[src/sv/bma_pkg.sv]
// Shared types, sizes and codes for the block map allocator.
package bma_pkg;

	localparam int MAP_ENTRIES = 64;
	localparam int BLOCK_BYTES = 32;

	localparam int IDX_W      = $clog2(MAP_ENTRIES);
	localparam int ENTRY_W    = $clog2(MAP_ENTRIES + 1);
	localparam int SIZE_W     = 16;
	localparam int OFF_W      = 11;
	localparam int PCT_W      = 7;
	localparam int PCT_SCALE  = 100;
	localparam int PROD_W     = $clog2(MAP_ENTRIES * PCT_SCALE + 1);
	localparam int DIVD_W     = (PROD_W > SIZE_W) ? PROD_W : SIZE_W;
	localparam int DSR_MAX    = (BLOCK_BYTES > MAP_ENTRIES) ? BLOCK_BYTES : MAP_ENTRIES;
	localparam int DIVS_W     = $clog2(DSR_MAX + 1);
	localparam int SHAMT_W    = $clog2(DIVD_W);
	localparam int BLOCK_SHIFT = $clog2(BLOCK_BYTES);
	localparam int MAP_SHIFT   = $clog2(MAP_ENTRIES);
	localparam logic [31:0] POOL_BYTES = 32'(MAP_ENTRIES * BLOCK_BYTES);

	typedef enum logic [1:0] {
		ACT_ALLOC = 2'd0,
		ACT_FREE  = 2'd1,
		ACT_CLEAR = 2'd2,
		ACT_QUERY = 2'd3
	} act_t;

	typedef enum logic [1:0] {
		ST_OK    = 2'd0,
		ST_FAIL  = 2'd1,
		ST_RANGE = 2'd2
	} status_t;

	typedef enum logic [3:0] {
		S_IDLE,
		S_DIV_GO,
		S_DIV_WAIT,
		S_SCAN,
		S_MARK,
		S_READ,
		S_RELEASE,
		S_PCT_GO,
		S_PCT_WAIT,
		S_DONE
	} state_t;

	typedef struct packed {
		logic               mark;
		logic               drop;
		logic               wipe;
		logic [IDX_W-1:0]   addr;
		logic [ENTRY_W-1:0] wdata;
	} map_req_t;

endpackage

[src/sv/bma_div.sv]
// Shared power-of-two divider: shift for the quotient, mask for the remainder.
module bma_div (
	input  logic                        clk,
	input  logic                        arst_n,
	input  logic                        start,
	input  logic [bma_pkg::DIVD_W-1:0]  dividend,
	input  logic [bma_pkg::SHAMT_W-1:0] shamt,
	output logic                        done,
	output logic [bma_pkg::DIVD_W-1:0]  quot,
	output logic [bma_pkg::DIVS_W-1:0]  rem
);
	import bma_pkg::*;

	logic [DIVD_W-1:0] quo_q;
	logic [DIVS_W-1:0] rem_q;
	logic              done_q;
	logic [DIVD_W-1:0] low_mask;

	assign low_mask = ~({DIVD_W{1'b1}} << shamt);

	always_ff @(posedge clk or negedge arst_n) begin
		if (!arst_n) begin
			done_q <= 1'b0;
		end else begin
			done_q <= start;
		end
	end

	always_ff @(posedge clk) begin
		if (start) begin
			quo_q <= dividend >> shamt;
			rem_q <= DIVS_W'(dividend & low_mask);
		end
	end

	assign done = done_q;
	assign quot = quo_q;
	assign rem  = rem_q;

	a_done_after_start: assert property (@(posedge clk) disable iff (!arst_n)
		done_q |-> $past(start))
		else $error("divider done without a start");
	a_start_spaced: assert property (@(posedge clk) disable iff (!arst_n)
		start |=> !start)
		else $error("divider started on consecutive cycles");

endmodule

[src/sv/bma_map.sv]
// Allocation map: run-length memory, occupancy bits and used-entry count.
module bma_map (
	input  logic                        clk,
	input  logic                        arst_n,
	input  bma_pkg::map_req_t           req,
	output logic                        occupied,
	output logic [bma_pkg::ENTRY_W-1:0] rdata,
	output logic [bma_pkg::ENTRY_W-1:0] used
);
	import bma_pkg::*;

	logic [ENTRY_W-1:0]     mem [MAP_ENTRIES];
	logic [ENTRY_W-1:0]     rdata_q;
	logic [MAP_ENTRIES-1:0] valid_q;
	logic [ENTRY_W-1:0]     used_q;

	assign occupied = valid_q[req.addr];

	always_ff @(posedge clk) begin
		if (req.mark) begin
			mem[req.addr] <= req.wdata;
		end
		rdata_q <= mem[req.addr];
	end

	always_ff @(posedge clk or negedge arst_n) begin
		if (!arst_n) begin
			valid_q <= '0;
			used_q  <= '0;
		end else if (req.wipe) begin
			valid_q <= '0;
			used_q  <= '0;
		end else if (req.mark) begin
			valid_q[req.addr] <= 1'b1;
			if (!valid_q[req.addr]) begin
				used_q <= used_q + 1'b1;
			end
		end else if (req.drop) begin
			valid_q[req.addr] <= 1'b0;
			if (valid_q[req.addr]) begin
				used_q <= used_q - 1'b1;
			end
		end
	end

	assign rdata = rdata_q;
	assign used  = used_q;

	a_used_matches: assert property (@(posedge clk) disable iff (!arst_n)
		$countones(valid_q) == int'(used_q))
		else $error("used count out of step with occupancy");
	a_mark_free: assert property (@(posedge clk) disable iff (!arst_n)
		req.mark |-> !valid_q[req.addr])
		else $error("mark on an occupied entry");

endmodule

[src/sv/block_map_allocator_top.sv]
// Block map allocator top level: sequencer, beat capture and result register.
//
// One input beat (action, alloc_size, free_offset) on in_valid/in_ready gives
// exactly one result beat (status, block_offset, percent_used) on
// out_valid/out_ready. Items are handled one at a time: in_ready is high only
// while the sequencer is idle.
// Query, clear, zero-size allocate and free beyond the pool go straight to the
// percentage step; an allocate larger than the pool stops after the block count;
// a free reads the run length at its block index and clears those entries; an
// allocate scans the map from the top for a free run and marks each entry of it.
// The map is walked one entry per cycle; one shared shift-and-mask unit gives
// the block count, the block index and the percentage, in the cycle after start.
// Reset clears every occupancy bit at once; the block is ready on the first
// cycle after reset. A finished result sits in the output register; while
// the receiver stalls a completed next item waits in the sequencer until
// the register frees up.
module block_map_allocator_top (
	input  logic                        clk,
	input  logic                        arst_n,
	input  logic                        in_valid,
	output logic                        in_ready,
	input  logic [1:0]                  action,
	input  logic [bma_pkg::SIZE_W-1:0]  alloc_size,
	input  logic [bma_pkg::SIZE_W-1:0]  free_offset,
	output logic                        out_valid,
	input  logic                        out_ready,
	output logic [1:0]                  status,
	output logic [bma_pkg::OFF_W-1:0]   block_offset,
	output logic [bma_pkg::PCT_W-1:0]   percent_used
);
	import bma_pkg::*;

	state_t             state_q, state_nx;
	act_t               act_q;
	logic [SIZE_W-1:0]  size_q;
	logic [SIZE_W-1:0]  foff_q;
	status_t            stat_q;
	logic [ENTRY_W-1:0] want_q;
	logic [IDX_W-1:0]   pos_q;
	logic [ENTRY_W-1:0] run_q;
	logic [IDX_W-1:0]   base_q;
	logic [ENTRY_W-1:0] cnt_q;
	logic [ENTRY_W-1:0] len_q;
	logic [PCT_W-1:0]   pct_q;

	logic               out_valid_q;
	status_t            o_status_q;
	logic [OFF_W-1:0]   o_offset_q;
	logic [PCT_W-1:0]   o_pct_q;

	logic               accept;
	logic               out_free;
	logic               size_zero;
	logic               beyond_pool;
	logic [DIVD_W:0]    want_full;
	logic               want_big;
	logic [ENTRY_W-1:0] run_nx;
	logic               hit;
	logic [ENTRY_W:0]   rel_pos;
	logic               rel_go;
	logic [31:0]        off_full;

	logic               div_start;
	logic [DIVD_W-1:0]  div_dividend;
	logic [SHAMT_W-1:0] div_shamt;
	logic               div_done;
	logic [DIVD_W-1:0]  div_quot;
	logic [DIVS_W-1:0]  div_rem;

	map_req_t           map_req;
	logic               occupied;
	logic [ENTRY_W-1:0] map_rdata;
	logic [ENTRY_W-1:0] used;

	bma_div u_div (
		.clk      (clk),
		.arst_n   (arst_n),
		.start    (div_start),
		.dividend (div_dividend),
		.shamt    (div_shamt),
		.done     (div_done),
		.quot     (div_quot),
		.rem      (div_rem)
	);

	bma_map u_map (
		.clk      (clk),
		.arst_n   (arst_n),
		.req      (map_req),
		.occupied (occupied),
		.rdata    (map_rdata),
		.used     (used)
	);

	assign accept      = in_valid && in_ready;
	assign out_free    = !out_valid_q || out_ready;
	assign size_zero   = alloc_size == '0;
	assign beyond_pool = {16'b0, free_offset} >= POOL_BYTES;
	assign want_full   = {1'b0, div_quot} + (DIVD_W+1)'(div_rem != '0);
	assign want_big    = want_full > (DIVD_W+1)'(MAP_ENTRIES);
	assign run_nx      = occupied ? '0 : run_q + 1'b1;
	assign hit         = run_nx == want_q;
	assign rel_pos     = (ENTRY_W+1)'(base_q) + (ENTRY_W+1)'(cnt_q);
	assign rel_go      = (cnt_q < len_q) && (rel_pos < (ENTRY_W+1)'(MAP_ENTRIES));
	assign off_full    = 32'(base_q) * 32'(BLOCK_BYTES);

	// next state
	always_comb begin
		state_nx = state_q;
		case (state_q)
			S_IDLE: begin
				if (in_valid) begin
					case (act_t'(action))
						ACT_ALLOC: state_nx = size_zero ? S_PCT_GO : S_DIV_GO;
						ACT_FREE:  state_nx = beyond_pool ? S_PCT_GO : S_DIV_GO;
						default:   state_nx = S_PCT_GO;
					endcase
				end
			end
			S_DIV_GO: state_nx = S_DIV_WAIT;
			S_DIV_WAIT: begin
				if (div_done) begin
					if (act_q == ACT_ALLOC) begin
						state_nx = want_big ? S_PCT_GO : S_SCAN;
					end else begin
						state_nx = S_READ;
					end
				end
			end
			S_SCAN: begin
				if (hit) begin
					state_nx = S_MARK;
				end else if (pos_q == '0) begin
					state_nx = S_PCT_GO;
				end
			end
			S_MARK: begin
				if (cnt_q == want_q - 1'b1) begin
					state_nx = S_PCT_GO;
				end
			end
			S_READ:    state_nx = S_RELEASE;
			S_RELEASE: state_nx = rel_go ? S_RELEASE : S_PCT_GO;
			S_PCT_GO:  state_nx = S_PCT_WAIT;
			S_PCT_WAIT: begin
				if (div_done) begin
					state_nx = S_DONE;
				end
			end
			S_DONE: begin
				if (out_free) begin
					state_nx = S_IDLE;
				end
			end
			default: state_nx = S_IDLE;
		endcase
	end

	// outputs of the sequencer
	always_comb begin
		in_ready      = 1'b0;
		div_start     = 1'b0;
		div_dividend  = DIVD_W'(size_q);
		div_shamt     = SHAMT_W'(BLOCK_SHIFT);
		map_req       = '0;
		map_req.addr  = base_q;
		map_req.wdata = want_q;
		case (state_q)
			S_IDLE: begin
				in_ready     = 1'b1;
				map_req.wipe = in_valid && (act_t'(action) == ACT_CLEAR);
			end
			S_DIV_GO: begin
				div_start    = 1'b1;
				div_dividend = (act_q == ACT_ALLOC) ? DIVD_W'(size_q) : DIVD_W'(foff_q);
			end
			S_DIV_WAIT: map_req.addr = div_quot[IDX_W-1:0];
			S_SCAN:     map_req.addr = pos_q;
			S_MARK: begin
				map_req.mark = 1'b1;
				map_req.addr = base_q + cnt_q[IDX_W-1:0];
			end
			S_RELEASE: begin
				map_req.drop = rel_go;
				map_req.addr = rel_pos[IDX_W-1:0];
			end
			S_PCT_GO: begin
				div_start    = 1'b1;
				div_dividend = DIVD_W'(used) * DIVD_W'(PCT_SCALE);
				div_shamt    = SHAMT_W'(MAP_SHIFT);
			end
			default: ;
		endcase
	end

	always_ff @(posedge clk or negedge arst_n) begin
		if (!arst_n) begin
			state_q     <= S_IDLE;
			out_valid_q <= 1'b0;
		end else begin
			state_q <= state_nx;
			if (state_q == S_DONE && out_free) begin
				out_valid_q <= 1'b1;
			end else if (out_ready) begin
				out_valid_q <= 1'b0;
			end
		end
	end

	always_ff @(posedge clk) begin
		case (state_q)
			S_IDLE: begin
				if (accept) begin
					act_q  <= act_t'(action);
					size_q <= alloc_size;
					foff_q <= free_offset;
					base_q <= '0;
					stat_q <= ST_OK;
					if (act_t'(action) == ACT_ALLOC && size_zero) begin
						stat_q <= ST_FAIL;
					end else if (act_t'(action) == ACT_FREE && beyond_pool) begin
						stat_q <= ST_RANGE;
					end
				end
			end
			S_DIV_WAIT: begin
				if (div_done) begin
					want_q <= want_full[ENTRY_W-1:0];
					pos_q  <= IDX_W'(MAP_ENTRIES - 1);
					run_q  <= '0;
					base_q <= div_quot[IDX_W-1:0];
					if (act_q == ACT_ALLOC && want_big) begin
						stat_q <= ST_FAIL;
					end
				end
			end
			S_SCAN: begin
				run_q <= run_nx;
				pos_q <= pos_q - 1'b1;
				if (hit) begin
					base_q <= pos_q;
					cnt_q  <= '0;
				end else if (pos_q == '0) begin
					stat_q <= ST_FAIL;
				end
			end
			S_MARK:    cnt_q <= cnt_q + 1'b1;
			S_READ: begin
				len_q <= occupied ? map_rdata : '0;
				cnt_q <= '0;
			end
			S_RELEASE: cnt_q <= cnt_q + 1'b1;
			S_PCT_WAIT: begin
				if (div_done) begin
					pct_q <= div_quot[PCT_W-1:0];
				end
			end
			S_DONE: begin
				if (out_free) begin
					o_status_q <= stat_q;
					o_pct_q    <= pct_q;
					o_offset_q <= (act_q == ACT_ALLOC && stat_q == ST_OK) ?
						off_full[OFF_W-1:0] : '0;
				end
			end
			default: ;
		endcase
	end

	assign out_valid    = out_valid_q;
	assign status       = o_status_q;
	assign block_offset = o_offset_q;
	assign percent_used = o_pct_q;

	a_offset_only_ok: assert property (@(posedge clk) disable iff (!arst_n)
		out_valid_q && o_status_q != ST_OK |-> o_offset_q == '0)
		else $error("nonzero offset on a failed result");
	a_ready_only_idle: assert property (@(posedge clk) disable iff (!arst_n)
		accept |=> state_q != S_IDLE)
		else $error("sequencer stayed idle after a beat");

endmodule

[config.mk]
export PLATFORM = sky130hd
export DESIGN_NAME = block_map_allocator_top
export DESIGN_NICKNAME = d
export VERILOG_FILES = /design/src/sv/bma_pkg.sv /design/src/sv/bma_div.sv /design/src/sv/bma_map.sv /design/src/sv/block_map_allocator_top.sv
export SDC_FILE = /design/constraint.sdc
export NUM_CORES = 1
export LEC_CHECK = 0
export BUFFER_PORTS_ARGS = -buffer_cell sky130_fd_sc_hd__clkbuf_2
export CORE_MARGIN = 2
export CORE_UTILIZATION = 60
export CTS_CLUSTER_DIAMETER = 100
export DETAILED_ROUTE_END_ITERATION = 16
export GPL_TIMING_DRIVEN = 1
export PLACE_DENSITY = 0.77
export SLEW_MARGIN = 20
export SYNTH_ARGS = -nofsm -noshare
export SYNTH_HDL_FRONTEND = slang
export SYNTH_SLANG_ARGS = --single-unit
[constraint.sdc]
create_clock -name clk -period 8.59 [get_ports clk]
set_input_delay 0.4295 -clock clk [delete_from_list [all_inputs] [get_ports clk]]
set_output_delay 0.4295 -clock clk [all_outputs]
set_load 0.01 [all_outputs]
-- After elaboration in Yosys (flattened, before gate mapping)
Memories as Yosys holds them, arrays and structs flattened. A register that Yosys moved wholly into a read port is not among the register bits.
Cells that the tools add are included.
- bits in registers: 203
- memory bits (writable): 448
- bits of input ports: 38
- word-level logic and storage cells: 165
- memories: 1
- memory list (memory ; depth ; width ; rd ports ; clocked after memory_dff ; wr ports ; line ; RTL):
    u_map.mem ; 64 ; 7 ; 1 ; 1 ; 1 ; bma_map.sv:12 ; logic [ENTRY_W-1:0] mem [MAP_ENTRIES];
- add/subtract/negate cells: 9
- $mul: 1
- order comparisons: 6
- eq/ne operators: 25
- shifts and indexed selects: 2
- mux-type cells: 58
- bitwise gates (word level): 5
- reduce and logical (&&, ||, !) cells: 36
- operator list (cell ; number):
    2-to-1 mux 64 bit ; 3
    bitwise AND 64 bit ; 1
    NOT 64 bit ; 1
    bitwise OR 64 bit ; 1
    2-to-1 mux 7 bit ; 8
    case mux 4 bit (10 select lines) ; 1
    case mux 16 bit (2 select lines) ; 1
    2-to-1 mux 4 bit ; 7
    2-to-1 mux 6 bit ; 4
    case mux 6 bit (4 select lines) ; 1
    adder 7 x 1 -> 7 bit (second input constant) ; 3
    case mux 7 bit (3 select lines) ; 1
    case mux 6 bit (3 select lines) ; 1
    adder 16 x 1 -> 17 bit ; 1
    greater-than comparator 17 x 7 -> 1 bit (second input constant) ; 1
    == test 4 x 3 -> 1 bit (second input constant) ; 4
    >= comparator 16 x 12 -> 1 bit (second input constant) ; 1
    logical NOT 16 bit ; 1
    2-to-1 mux 16 bit ; 1
    2-to-1 mux 2 bit ; 8
    != test 2 bit (second input constant) ; 8
    left shift 16 x 3 -> 7 bit (first input constant) ; 1
    >> shifter 16 x 3 -> 16 bit ; 1
    == test 7 bit ; 2
    40 further kinds ; 80

-- Longest topological paths before layout
- word-level depth: 11
- depth in mapped cells: 19
- depth with buffers taken out: 15

-- Hierarchy
A second synthesis with hierarchy kept.
- cell total of the unflattened synthesis: 2077
- area, all modules: 28852.7 µm²
- by module, submodules not included (module ; instances ; cells an instance ; area an instance (µm²) ; sequential area each (µm²)):
    bma_map ; 1 ; 1381 ; 21192.8 ; 15369.7
    block_map_allocator_top ; 1 ; 558 ; 6115.9 ; 3067.9
    bma_div ; 1 ; 138 ; 1544.0 ; 715.7

-- Worst setup path after synthesis
Ideal clock, no wire load.
- kind: flip-flop to flip-flop
- start point: register cnt_q[0]
- end point: register cnt_q[0] (enable)
- library setup time: 0.325 ns
- arrival time: 3.638 ns
- setup slack: 4.627 ns
- cell stages (with the launch flop): 16
- path buffers: 2
- path through: edfxtp_1 ha_1 inv_1 fa_1 xor2_1 a22oi_1 o21ai_2 buf_6 mux2i_1 mux4_2 a221o_1 and3b_2 buf_6 nand2_2 a311oi_4 a22o_1
- word-level cells in the longest chain between the ends: 8
- elaborated cells between the ends (all ways): 9
- ends and longest elaborated chain (what ; line ; RTL):
    start, declared ; block_map_allocator_top.sv:42 ; logic [ENTRY_W-1:0] cnt_q;
    start signal, assigned ; block_map_allocator_top.sv:247 ; S_MARK: cnt_q <= cnt_q + 1'b1;
    start signal, assigned ; block_map_allocator_top.sv:252 ; S_RELEASE: cnt_q <= cnt_q + 1'b1;
    adder 6 x 7 -> 8 bit / adder 6 bit (equally long branches) ; block_map_allocator_top.sv:103, block_map_allocator_top.sv:181 ;
    case mux 6 bit (4 select lines) (*) ; block_map_allocator_top.sv:168 ; case (state_q)
    binary-select mux 1 bit (select 6 bit) (*) ; bma_map.sv:17 ; assign occupied = valid_q[req.addr];
    2-to-1 mux 1 bit (not written as such) (*) ; bma_map.sv:17 ;
    2-to-1 mux 7 bit (*) ; block_map_allocator_top.sv:101 ; assign run_nx = occupied ? '0 : run_q + 1'b1;
    == test 7 bit (*) ; block_map_allocator_top.sv:102 ; assign hit = run_nx == want_q;
    != test 2 bit (no source line) (*) ; - ;
    AND reduction 2 bit (no source line) (*) ; - ;
Mark *: on every way between the ends. The rest lies on a longest branch, timed or not. The select of a mux whose other input is x is not followed.
A chain may end at the register's enable or synchronous reset.

-- Final worst setup path
- start point: register state_q[0]
- end point: register cnt_q[6] (enable)
- word-level cells in the longest chain between the ends: 8
- elaborated cells between the ends (all ways): 14
- ends and longest elaborated chain (what ; line ; RTL):
    start, declared ; block_map_allocator_top.sv:33 ; state_t state_q, state_nx;
    start signal, assigned ; block_map_allocator_top.sv:201 ; state_q <= state_nx;
    == test 4 x 3 -> 1 bit (tied with other cells) ; block_map_allocator_top.sv:168, block_map_allocator_top.sv:211 ;
    case mux 6 bit (4 select lines) ; block_map_allocator_top.sv:168 ;
    binary-select mux 1 bit (select 6 bit) ; bma_map.sv:17 ;
    2-to-1 mux 1 bit (not written as such) ; bma_map.sv:17 ;
    2-to-1 mux 7 bit ; block_map_allocator_top.sv:101 ;
    == test 7 bit ; block_map_allocator_top.sv:102 ;
    != test 2 bit (no source line) ; - ;
    AND reduction 2 bit (no source line) (*) ; - ;
Marked as above.

==> run summary <==
Outcome -> finished clean
#FFs+latches synth -> 648
# fillers -> 3028
Worst-path fanout max -> 21
Largest net degree at the start of global routing -> 78
Worst reg2reg path startpoint -> state_q[0]
Buffer depth of the longest clock path -> 3
Post-route ant nets -> 0
Initial Util -> 60.45%
RSZ-0062 raised after global routing -> false
Clk_lat worst skew -> 600 ps
Setup crit end kind -> flop
WHS Path Cells -> 1
Postcts setup bufs -> 0
CP Data Required Time -> 8840 ps
Pwr dens -> 430.1 nW/um^2
N_diodes -> 0
CTS resizes -> 0
Slew Limit Fails -> 0
Top delay family on crit path -> simple AND/OR/NAND/NOR gates
Leakage -> 10.98 nW
Worst-margin pin slew -> 1124 ps
Clock share of power -> 21.6%
Hold buffer count at CTS -> 2
Maximum vdd drop -> 0.4305 mV
Critical path cell sequence -> inv_1, nand2_1, or4b_1, nand3_1, nand3_1, nor3_1, nor3_1, and3b_2, o211a_1, a311oi_4, a22o_1
Asr flop ratio synth -> 11.88%
H-Tree Depth -> 3
Syn_area_per_cell -> 13.56 um^2
Post-synth EDFFs -> 564
NetSw -> 5.615 mW
Cell Int Power -> 7.487 mW
Vias -> 18.28k
Worst Path Buf+Inv -> 1
Worst reg2reg path depth -> 11
Final net count -> 2172
Crit path DAT -> 5960 ps
1st-iter DRT viols -> 2816
Yosys warning total -> 0
WL final -> 73.33 mm
Antenna violations before repair -> 0
Sequential Power Share -> 32.0%
Final Hold Viols -> 0
Tcrit/Tclk final -> 66.47%
Core area -> 45190 um^2
Die area -> 47250 um^2
Root buf cell -> clkbuf_16
Grt ovf -> 0
Residual DRC -> 0
Routed vias/inst -> 6.693
CTS Buf Count -> 66
Die height -> 217.4 um
Synth Cell Area -> 27310 um^2
Final setup vio count -> 0
DP HPWL -> 45.31 mm
CTS sink cnt -> 648
Ratio of cells with drive above 1 in the final layout -> 11.21%
Rel. slew slack -> 24.66%
F_max -> 175.2 MHz
Mapped Cells -> 2015
GPL Wtd Cong -> 0.9619
Std cell rows -> 78
Reg-to-Reg End -> cnt_q[6]
Yosys cell types -> 85
Worst hold path class -> in -> reg
Crit-path slowest cell -> dfrtp_1
Hold endpoint -> foff_q[8]
WL/cell -> 26.84 um
Clock slew at reported path FFs -> 60 ps
Tmin final -> 5709 ps
CTS tree -> yes
Sum of negative setup slack -> 0 ps
Top_reg_cell synth -> edfxtp_1
Multi-input logic area -> 7616 um^2
# IOs -> 60
Die width -> 217.4 um
Pre-antenna DRT Iters -> 7
Sequential Area -> 19000 um^2
Sw Share -> 42.86%
Max-Cap Viols -> 0
Critical path class -> reg -> reg
FF-to-FF setup slack -> 2880 ps
Total GRT Usage -> 31.43%
Register area share after synthesis -> 69.57%
CP max stage delay -> 690 ps
# port buffers -> 54
Area Growth Syn to Fin -> 11.53%
Hold Startpoint -> free_offset[8]
Vias in the first global route -> 17.79k
Power Total -> 13.10 mW
Skew final -> 31.61 ps
CP Launch Type -> flop
Comb pwr share -> 46.4%
First-pass GRT wire length -> 109.3 mm
sequential cells by signal, indices dropped and copies added (netlist names), 12 cells and up:
signal,cells
u_div.quot,12
size_q,16
u_map.mem,448
foff_q,16
u_map.valid_q,64
per-stage QoR:
step	setup slack, ps	cell area (um^2)	hold WS [ps]	utilization [%]	std cells
floorplan	4627	27330	133.9	-	2020
global placement	3220	28280	402.9	62.59	2609
detailed placement	3104	28280	405.4	62.60	2609
CTS	3046	30440	4.571	67.37	2731
global route	2690	30460	12.47	67.42	2732
finish	2881	30460	18.01	67.42	2732
cell usage in the layout (no fill, tap or decap), drive strengths merged, types with 15 or more instances in the layout:
cell,count
a21o,16
a21oi,151
a221oi,51
a22o,40
a22oi,86
a31oi,22
and2,15
buf,40
clkbuf,146
clkinv,16
dfrtp,77
edfxtp,564
ha,50
inv,98
mux2i,36
nand2,242
nand3,63
nand4,15
nor2,59
nor3,27
o21ai,102
xnor2,22
xor2,23
routing by layer:
| layer | GRT usage, % | vias up | share of wire, % |
|---|---|---|---|
| li1 | - | 7829 | - |
| met1 | 42.93 | 8947 | 38 |
| met2 | 48.53 | 1261 | 46 |
| met3 | 6.191 | 247 | 11 |
| met4 | 16.14 | 0 | 5.1 |
| met5 | 0 | - | 0 |
kinds of logic after synthesis:
logic type | after synthesis | share of synthesized area, %
multiplexers | 42 | 1.663
flip-flops | 648 | 69.57
XOR/XNOR | 45 | 1.443
other | 1 | 0.01373
buffers and inverters | 199 | 3.133
AO/OA/AOI/OAI | 540 | 13.28
adder cells (fa/ha/maj) | 54 | 2.584
AND/OR/NAND/NOR | 486 | 8.310
synth_stat cells (5+ instances only):
library cell  count  area, um^2
nor2_1           56       210.2
a221o_1           5       50.05
a221oi_1         49       429.2
nand2b_1          8       50.05
nand2_1         241       904.6
a21oi_1         151       755.7
dfxtp_1           7       140.1
a22o_1           40       350.3
o211ai_1          7       52.55
a211oi_1          8       60.06
a21o_1           16       120.1
nor4_1           13       81.33
a311oi_1          6       52.55
nor3_1           26       130.1
buf_6             6       67.56
nand4_1          15       93.84
dfrtp_1          77        1927
buf_2            27       135.1
a22oi_1          86       645.6
a31oi_1          22       137.6
and3_1           11       68.82
xnor2_1          22       192.7
o21ai_1           7       35.03
nand3_1          61       305.3
mux2i_1          36       360.4
and2_1           15       93.84
inv_1            95       356.6
o21ai_0          94       470.5
buf_1            14       52.55
buf_4             8       60.06
xor2_1           23       201.4
clkbuf_1         49       183.9
o21a_1            6       45.04
o221ai_1          7       61.31
ha_1             50       625.6
edfxtp_1        564       16940
power groups by stage:
stage	clock network [mW]	logic [mW]	registers, mW
after floorplan	0	3.92	4.16
after global placement	0	5.74	4.23
after detailed placement	0	5.86	4.25
after CTS	2.84	5.91	4.18
after global routing	2.96	6.42	4.23
final	2.83	6.08	4.19
worst max path at each step:
stage | slack (ps) | start | cells after the start | end
after floorplan | 4630 | cnt_q[0] | 15 | cnt_q[0]
after global placement | 3220 | state_q[0] | 11 | cnt_q[4]
after detailed placement | 3100 | state_q[0] | 11 | cnt_q[6]
after CTS | 3050 | state_q[0] | 11 | cnt_q[6]
after global routing | 2690 | state_q[0] | 11 | cnt_q[4]
final | 2880 | state_q[0] | 11 | cnt_q[6]
area by class of cell:
class                   count  area share (%)
multi-input cells        1173           25.00
repair buffers             96           1.967
clock inverters            27          0.8255
clock buffers              93           6.194
inverters                  95           1.171
flip-flops and latches    648           62.38
well taps                 600           2.464
(Power assumes the default switching activity.)
